<file path="src/hdl/mpq_pkg.sv">
// ============================================================================
// Sorted max-priority queue package
// Shared types and codes for the cell row and the queue top level.
// ============================================================================
package mpq_pkg;

    // Operation carried by an input request.
    typedef enum logic {
        FN_INSERT = 1'b0,
        FN_REMOVE = 1'b1
    } t_func;

    // Result status codes.
    typedef enum logic [1:0] {
        ST_OK        = 2'd0,
        ST_UNDERFLOW = 2'd1,
        ST_OVERFLOW  = 2'd2
    } t_status;

    localparam int STATUS_WIDTH = 2;

    // Command broadcast to every cell of the row in the same cycle.
    typedef struct packed {
        logic ins;
        logic rem;
    } t_cell_cmd;

endpackage

</file>
<file path="src/hdl/mpq_cell.sv">
// ============================================================================
// Sorted queue cell
// Holds one entry of the descending row; on insert it keeps its entry, takes
// the new value or takes its left neighbor's entry, and on remove it takes its
// right neighbor's entry.
// ============================================================================
module mpq_cell #(
    parameter int VALUE_WIDTH = 32
) (
    input  logic                          i_clk,
    input  logic                          i_rst_n,
    input  mpq_pkg::t_cell_cmd            i_cmd,
    input  logic signed [VALUE_WIDTH-1:0] i_new_value,
    input  logic signed [VALUE_WIDTH-1:0] i_prev_value,
    input  logic                          i_prev_valid,
    input  logic                          i_prev_ge,
    input  logic signed [VALUE_WIDTH-1:0] i_next_value,
    input  logic                          i_next_valid,
    output logic signed [VALUE_WIDTH-1:0] o_value,
    output logic                          o_valid,
    output logic                          o_ge
);

    logic signed [VALUE_WIDTH-1:0] r_value;
    logic signed [VALUE_WIDTH-1:0] n_value;
    logic                          r_valid;
    logic                          n_valid;

    // A stored entry greater than or equal to the new value stays ahead of it,
    // which keeps equal values in arrival order.
    assign o_ge    = r_valid && (r_value >= i_new_value);
    assign o_value = r_value;
    assign o_valid = r_valid;

    always_comb begin
        n_value = r_value;
        n_valid = r_valid;
        if (i_cmd.ins) begin
            if (!o_ge) begin
                n_value = i_prev_ge ? i_new_value : i_prev_value;
                n_valid = r_valid || i_prev_valid;
            end
        end else if (i_cmd.rem) begin
            n_value = i_next_value;
            n_valid = i_next_valid;
        end
    end

    always_ff @(posedge i_clk) begin
        if (!i_rst_n) begin
            r_valid <= 1'b0;
        end else begin
            r_valid <= n_valid;
        end
    end

    always_ff @(posedge i_clk) begin
        r_value <= n_value;
    end

endmodule

</file>
<file path="src/hdl/max_priority_queue_sorted.sv">
// Output: a result is held in the output register from the cycle after its request is accepted.
// Throughput: one request per cycle while the receiver takes each result; every cell
// compares and shifts in the same cycle, so the row of CAPACITY cells sets the clock path, not the rate.
// Reset: count, cell valid bits and the output valid clear; entry values do not.
// A new request enters only while the output register is empty or its result
// is taken in the same cycle.
// ============================================================================
// Sorted max-priority queue
// Bounded queue of signed values kept in descending order in a row of cells;
// insert places a value behind all entries not less than it, remove pops the
// largest.
// ============================================================================
module max_priority_queue_sorted #(
    parameter int CAPACITY    = 16,
    parameter int VALUE_WIDTH = 32
) (
    input  logic                                 i_clk,
    input  logic                                 i_rst_n,
    input  logic                                 i_valid,
    output logic                                 o_ready,
    input  logic                                 i_func,
    input  logic signed [VALUE_WIDTH-1:0]        i_value,
    output logic                                 o_valid,
    input  logic                                 i_ready,
    output logic signed [VALUE_WIDTH-1:0]        o_removed_value,
    output logic [mpq_pkg::STATUS_WIDTH-1:0]     o_status,
    output logic [$clog2(CAPACITY+1)-1:0]        o_count
);

    localparam int CW = $clog2(CAPACITY + 1);

    logic signed [VALUE_WIDTH-1:0] w_value [CAPACITY];
    logic                          w_valid [CAPACITY];
    logic                          w_ge    [CAPACITY];

    logic [CW-1:0]                 r_count;
    logic [CW-1:0]                 n_count;
    logic                          r_out_valid;
    logic signed [VALUE_WIDTH-1:0] r_removed;
    logic signed [VALUE_WIDTH-1:0] n_removed;
    mpq_pkg::t_status              r_status;
    mpq_pkg::t_status              n_status;

    logic                          accept;
    logic                          is_remove;
    logic                          full;
    logic                          empty;
    mpq_pkg::t_cell_cmd            cmd;

    assign o_ready   = !r_out_valid || i_ready;
    assign accept    = i_valid && o_ready;
    assign is_remove = (i_func == mpq_pkg::FN_REMOVE);
    assign full      = (r_count == CW'(CAPACITY));
    assign empty     = (r_count == '0);

    assign cmd.ins = accept && !is_remove && !full;
    assign cmd.rem = accept && is_remove && !empty;

    genvar gi;
    generate
        for (gi = 0; gi < CAPACITY; gi++) begin : g_cell
            logic signed [VALUE_WIDTH-1:0] prev_value;
            logic                          prev_valid;
            logic                          prev_ge;
            logic signed [VALUE_WIDTH-1:0] next_value;
            logic                          next_valid;

            // The head cell sees an always-greater neighbor on its left; the
            // tail cell sees an empty neighbor on its right.
            if (gi == 0) begin : g_head
                assign prev_value = i_value;
                assign prev_valid = 1'b1;
                assign prev_ge    = 1'b1;
            end else begin : g_body
                assign prev_value = w_value[gi-1];
                assign prev_valid = w_valid[gi-1];
                assign prev_ge    = w_ge[gi-1];
            end

            if (gi == CAPACITY - 1) begin : g_tail
                assign next_value = '0;
                assign next_valid = 1'b0;
            end else begin : g_link
                assign next_value = w_value[gi+1];
                assign next_valid = w_valid[gi+1];
            end

            mpq_cell #(
                .VALUE_WIDTH(VALUE_WIDTH)
            ) u_cell (
                .i_clk       (i_clk),
                .i_rst_n     (i_rst_n),
                .i_cmd       (cmd),
                .i_new_value (i_value),
                .i_prev_value(prev_value),
                .i_prev_valid(prev_valid),
                .i_prev_ge   (prev_ge),
                .i_next_value(next_value),
                .i_next_valid(next_valid),
                .o_value     (w_value[gi]),
                .o_valid     (w_valid[gi]),
                .o_ge        (w_ge[gi])
            );
        end
    endgenerate

    always_comb begin
        n_count   = r_count;
        n_removed = '0;
        n_status  = mpq_pkg::ST_OK;
        if (is_remove) begin
            if (empty) begin
                n_status = mpq_pkg::ST_UNDERFLOW;
            end else begin
                n_removed = w_value[0];
                n_count   = CW'(r_count - 1'b1);
            end
        end else begin
            if (full) begin
                n_status = mpq_pkg::ST_OVERFLOW;
            end else begin
                n_count = CW'(r_count + 1'b1);
            end
        end
    end

    always_ff @(posedge i_clk) begin
        if (!i_rst_n) begin
            r_count     <= '0;
            r_out_valid <= 1'b0;
        end else begin
            if (accept) begin
                r_count     <= n_count;
                r_out_valid <= 1'b1;
            end else if (i_ready) begin
                r_out_valid <= 1'b0;
            end
        end
    end

    always_ff @(posedge i_clk) begin
        if (accept) begin
            r_removed <= n_removed;
            r_status  <= n_status;
        end
    end

    assign o_valid         = r_out_valid;
    assign o_removed_value = r_removed;
    assign o_status        = r_status;
    assign o_count         = r_count;

endmodule

</file>
<file path="config.mk">
export PLATFORM = sky130hd
export DESIGN_NAME = max_priority_queue_sorted
export DESIGN_NICKNAME = d
export VERILOG_FILES = /design/src/hdl/mpq_pkg.sv /design/src/hdl/mpq_cell.sv /design/src/hdl/max_priority_queue_sorted.sv
export SDC_FILE = /design/constraint.sdc
export NUM_CORES = 2
export LEC_CHECK = 0
export BUFFER_PORTS_ARGS = -buffer_cell sky130_fd_sc_hd__buf_2
export CORE_MARGIN = 3
export CORE_UTILIZATION = 40
export CTS_BUF_LIST = sky130_fd_sc_hd__clkbuf_4 sky130_fd_sc_hd__clkbuf_8 sky130_fd_sc_hd__clkbuf_16
export CTS_CLUSTER_DIAMETER = 30
export DETAILED_ROUTE_END_ITERATION = 7
export GPL_ROUTABILITY_DRIVEN = 0
export PLACE_DENSITY = 0.6
export SKIP_CTS_REPAIR_TIMING = 1
export SYNTH_ARGS = -nofsm -noshare
export SYNTH_HDL_FRONTEND = slang
export SYNTH_SLANG_ARGS = --single-unit
</file>
<file path="constraint.sdc">
create_clock -name i_clk -period 15.1 [get_ports i_clk]
set_input_delay 0.755 -clock i_clk [delete_from_list [all_inputs] [get_ports i_clk]]
set_output_delay 0.755 -clock i_clk [all_outputs]
set_load 0.03 [all_outputs]
</file>
* Word level (Yosys, flattened, before mapping) *
Index checks and enable logic that the tools add are counted.

storage, ports and cells
  register bits = 568
  input bits = 37
  output and inout port bits = 41
  logic and storage cells = 255

operators by class
  $add $sub $neg = 2
  order comparisons = 16
  equality and inequality tests = 19
  multiplexer cells = 119
  bitwise logic cells = 1
  reduce and logical (&&, ||, !) cells = 62

operators by type and width
  cell                   number
  $mux W32               63
  $ge A32 B32 Y1         16
  $mux W1                51
  $ne A2 B2 Y1 const B   18
  $reduce_and A2 Y1      16
  $logic_and A1 B1 Y1    21
  $logic_or A1 B1 Y1     16
  $mux W5                3
  $add A5 B1 Y5 const B  1
  $eq A5 B5 Y1 const B   1
  $logic_not A5 Y1       1
  $sub A5 B1 Y5 const B  1
  $logic_not A1 Y1       4
  $mux W2                2
  $reduce_bool A2 Y1     2
  $reduce_and A3 Y1      1
  $reduce_or A2 Y1       1
  $not A1 Y1             1

* Longest topological paths before layout *
  depth after elaboration = 7
  depth in mapped cells = 12
  depth with buffers taken out = 10

* Hierarchy *
A second synthesis with hierarchy kept.

unflattened totals
  cell total of the unflattened synthesis = 4299
  area, all modules = 41776.3 sq um

by module, submodules not included
  module                     instances  cells an instance  area an instance (sq um)  seq. area each (sq um)
  mpq_cell                   16         261                2502.4                    980.9
  max_priority_queue_sorted  1          123                1737.9                    1141.1

* Least setup slack after synthesis *
Ideal clock, no wire load.

  path kind = input-to-reg
  from = input port i_ready
  to = register g_cell[13].u_cell.r_value[0], enable pin
  library setup time = 0.466 ns
  data arrival time = 5.287 ns
  required time = 14.634 ns
  slack = 9.347 ns
  cell stages on the path = 8
  buffers on the path = 3
  path through = nand2b_1 nand2_1 inv_1 nand3_1 clkbuf_1 clkbuf_1 clkbuf_1 o21ai_0

between the ends
  longest elaborated chain between the ends = 6
  elaborated cells on any way between the ends = 9
  classes of those cells = 1 x eq/ne; 8 x reduce/logical

ends and longest elaborated chain
  what                                                                 line                                                              RTL
  start, declared                                                      max_priority_queue_sorted.sv:24                                   input logic i_ready,
  $logic_or A1 B1 Y1 *                                                 max_priority_queue_sorted.sv:50                                   assign o_ready = !r_out_valid || i_ready;
  $logic_and A1 B1 Y1 *                                                max_priority_queue_sorted.sv:51                                   assign accept = i_valid && o_ready;
  net accept                                                           max_priority_queue_sorted.sv:44                                   logic accept;
  $logic_and A1 B1 Y1 (on tied branches) (2 in a row)                  max_priority_queue_sorted.sv:56, max_priority_queue_sorted.sv:57
  $ne A2 B2 Y1 (no source line) or $reduce_bool A2 Y1 (tied branches)  --
  $reduce_and A2 Y1 (no source line) *                                 --
  end signal, assigned                                                 mpq_cell.sv:58                                                    r_value <= n_value;
  end, declared                                                        mpq_cell.sv:24                                                    logic signed [VALUE_WIDTH-1:0] r_value;

Mark *: on every way through the listed nets, which the timed path passes. The rest lies on a longest branch.
A chain may end at the register's enable or synchronous reset.

* Worst setup path in the final report *
  from = input port i_value[18]
  to = register g_cell[11].u_cell.r_value[8], enable pin

between the ends
  longest elaborated chain between the ends = 4

ends and longest elaborated chain
  what                                line                             RTL
  start, declared                     max_priority_queue_sorted.sv:22  input logic signed [VALUE_WIDTH-1:0] i_value,
  $ge A32 B32 Y1                      mpq_cell.sv:31                   assign o_ge = r_valid && (r_value >= i_new_value);
  $logic_and A1 B1 Y1                 mpq_cell.sv:31
  $ne A2 B2 Y1 (no source line)       --
  $reduce_and A2 Y1 (no source line)  --
  end signal, assigned                mpq_cell.sv:58
  end, declared                       mpq_cell.sv:24

Every way passes these cells.

==> qor.yml <==
grt:
  grt_use_total: 0.237
  grt_pass1_wl_mm: 187
  grt_antenna_before_repair: 10
  grt_pass1_vias: 30400
  grt_max_degree: 248
  grt.overflow.total: 0
critical_path:
  cp_max_fo: 22
  end_kind: "flop"
  crit_required_ns: 15.50
  startpoint_type: "input pin"
  r2r_start: "g_cell[11].u_cell.o_value[13]"
  crit_arrival_ns: 5.51
  startpoint: "i_value[18]"
  path_class: "input pin to flop"
floorplan:
  die_x_um: 319
  rows: 114
  die_h_um: 319
  start_util: 0.404
  core_area_sq_um: 97000
  ios: 78
  die-area_sq_um: 102000
final_layout:
  drive_gt1_frac: 0.106
  postLayoutCellArea_sq_um: 46000
  area_growth_pct: 17.2
  seqCellArea_sq_um: 16800
  final_cells: 5276
  fill_cells: 8966
  postLayoutCoreUtil: 0.474
  multi_input_area_sq_um: 21200
  final_nets: 4431
sta:
  finalCritPeriodShare: 0.338
  final-max-slew-violation-count: 0
  skew_ns: 0.0353
  fin_crit_ns: 5.11
  whs_ns: 0.287
  worst_pin_slew_ns: 1.22
  fmax_ghz: 0.196
  hold_violations: 0
  fin_tns_setup_ns: 0
  relSlewSlack: 0.180
  finalSetupViolCount: 0
  rsz0062_at_grt: "no"
synth:
  synth_fa_ha_area_frac: 0.165
  yosysWarnings: 0
  muxShareOfSynthArea: 0.112
  syn_nets: 4349
  synth_seq_cells: 568
  postSynth.asyncResetShare: 0
  synth-compound-area-share: 0.146
  post-synth-top-area-cell: "edfxtp_1"
  netlist_instances: 3796
  yosysSeqAreaShare: 0.429
  synthTopCellsByCount: "546 x edfxtp_1, 515 x ha_1, 514 x nand2_1, 438 x mux2i_1, 353 x o21ai_0"
  syn_area_sq_um: 39200
  syn_avg_cell_area_sq_um: 10.3
  synth_xor_area_frac: 0.00112
  yosysTopAreaCellShare: 0.418
  synth_most_common_cell: "edfxtp_1"
  synthTopCellsByArea: "edfxtp_1 42%, ha_1 16%, mux2i_1 11%"
  yosys.area_share.simple: 0.112
  synth_top_family_by_area: "adder cells"
  synth_edf_count: 546
  synth-main-ff-cell: "edfxtp_1"
  ys_types: 68
worst_hold_path:
  worstHoldPathType: "input pin to flop"
  hp-start: "i_valid"
clock_tree:
  h-tree-depth: 4
  clk-insertion-delay-late_ns: 0.73
  clock_path_buffers: 3
  cts_inserted_buffers: 147
  cts_sinks: 568
  cts_tree: "built"
  clk_pin_slew_ns: 0.05
  clockRootBuffer: "clkbuf_16"
drt:
  via_per_inst: 5.89
  drt_pass1_iterations: 6
  drc: 0
  first_iter_violations: 2864
  wl_per_cell_um: 23.2
  vias: 31100
  drtAntennaViolNets: 0
  postRouteWirelength_mm: 123
flow_run:
  max_cap_viol_count: 0
place:
  placed_cells: 5005
  postPlaceCellArea_sq_um: 40800
  hpwl_mm: 85.9
  portBuffers: 77
power_and_ir_drop:
  power_leakage_nw: 19.4
  p_per_area_nw_per_um2: 166
  peakVddDrop_mv: 0.124
run_status:
  status: "complete, no violations"
power breakdown:
group          leakage, nW  internal, mW  switching (mW)
Combinational         11.5         0.673            1.16
Sequential            5.39          2.20           0.306
Clock                 2.51          2.27            1.00
Total                 19.4          5.14            2.47
final timing paths:
kind | slack (ns) | end | cells past startpoint
worst max-delay path | 9.99 | g_cell[11].u_cell.o_value[8] | 12
worst min-delay path | 0.29 | o_valid | 3
worst max register to register | 10.32 | g_cell[11].u_cell.o_value[8] | 10
worst min register to register | 0.48 | g_cell[12].u_cell.o_valid | 2
stage by stage:
step / power, mW / setup slack (ns)
after global placement: 4.29 / 9.50
final: 7.61 / 9.99
after detailed placement: 4.33 / 9.44
after global routing: 7.99 / 9.87
after floorplan: 3.70 / 9.35
after CTS: 7.63 / 10.23
logic make-up (layout without fill, tap and decap cells):
logic type,count (synthesis),count (layout)
buf+inv,294,495
compound gates,995,995
simple gates,980,980
other cells,0,3
mux,438,438
flops,568,568
xor+xnor,5,5
fa+ha+maj,516,516
per-layer routing:
metal  GRT usage  vias to the layer above  part of all wire
li1            -                    14600                 -
met1       0.337                    15200              0.46
met2       0.365                     1094              0.44
met3      0.0448                      195             0.070
met4      0.0739                        8             0.026
met5           0                        -           0.00042
state kept, by name (all words and copies together) (netlist names):
| register | flops |
|---|---|
| g_cell.u_cell.o_value | 512 |
| o_count | 5 |
| o_removed_value | 32 |
| o_valid | 1 |
| o_status | 2 |
| g_cell.u_cell.o_valid | 16 |
area by class of cell:
| type | count | area share |
|---|---|---|
| Timing Repair Buffer | 141 | 0.0191 |
| Tap cell | 1276 | 0.0347 |
| Clock inverter | 92 | 0.0254 |
| Clock buffer | 176 | 0.0868 |
| Antenna cell | 3 | 0.000163 |
| Multi-Input combinational cell | 2934 | 0.461 |
| Sequential cell | 568 | 0.366 |
| Inverter | 86 | 0.00702 |
critical path: stages:
cell and delay, ns:
buf_2 0.30, inv_1 0.45, ha_1 0.49, nand4_1 0.16
nor3_1 0.71, nand2_1 0.18, o211ai_1 0.15, o31ai_1 0.14
a211oi_4 0.95, buf_4 0.61, o21ai_4 0.21, buf_4 0.37
layout by cell type (no fill, tap or decap), types with 23 or more instances in the layout:
cell type    n
edfxtp_1   546
o21ai_0    345
clkbuf_16  151
a21oi_1    294
nand2_1    513
and2_1      38
a21o_1      54
inv_1       86
nor2_1     147
o211ai_1    23
nand3_1     70
nand4_1    110
mux2i_1    438
buf_4       63
nor3_1      25
o31ai_1     36
buf_2       77
bufinv_16   23
o21ai_1    116
ha_1       515
Note: power is estimated with default switching activity, not from simulation.
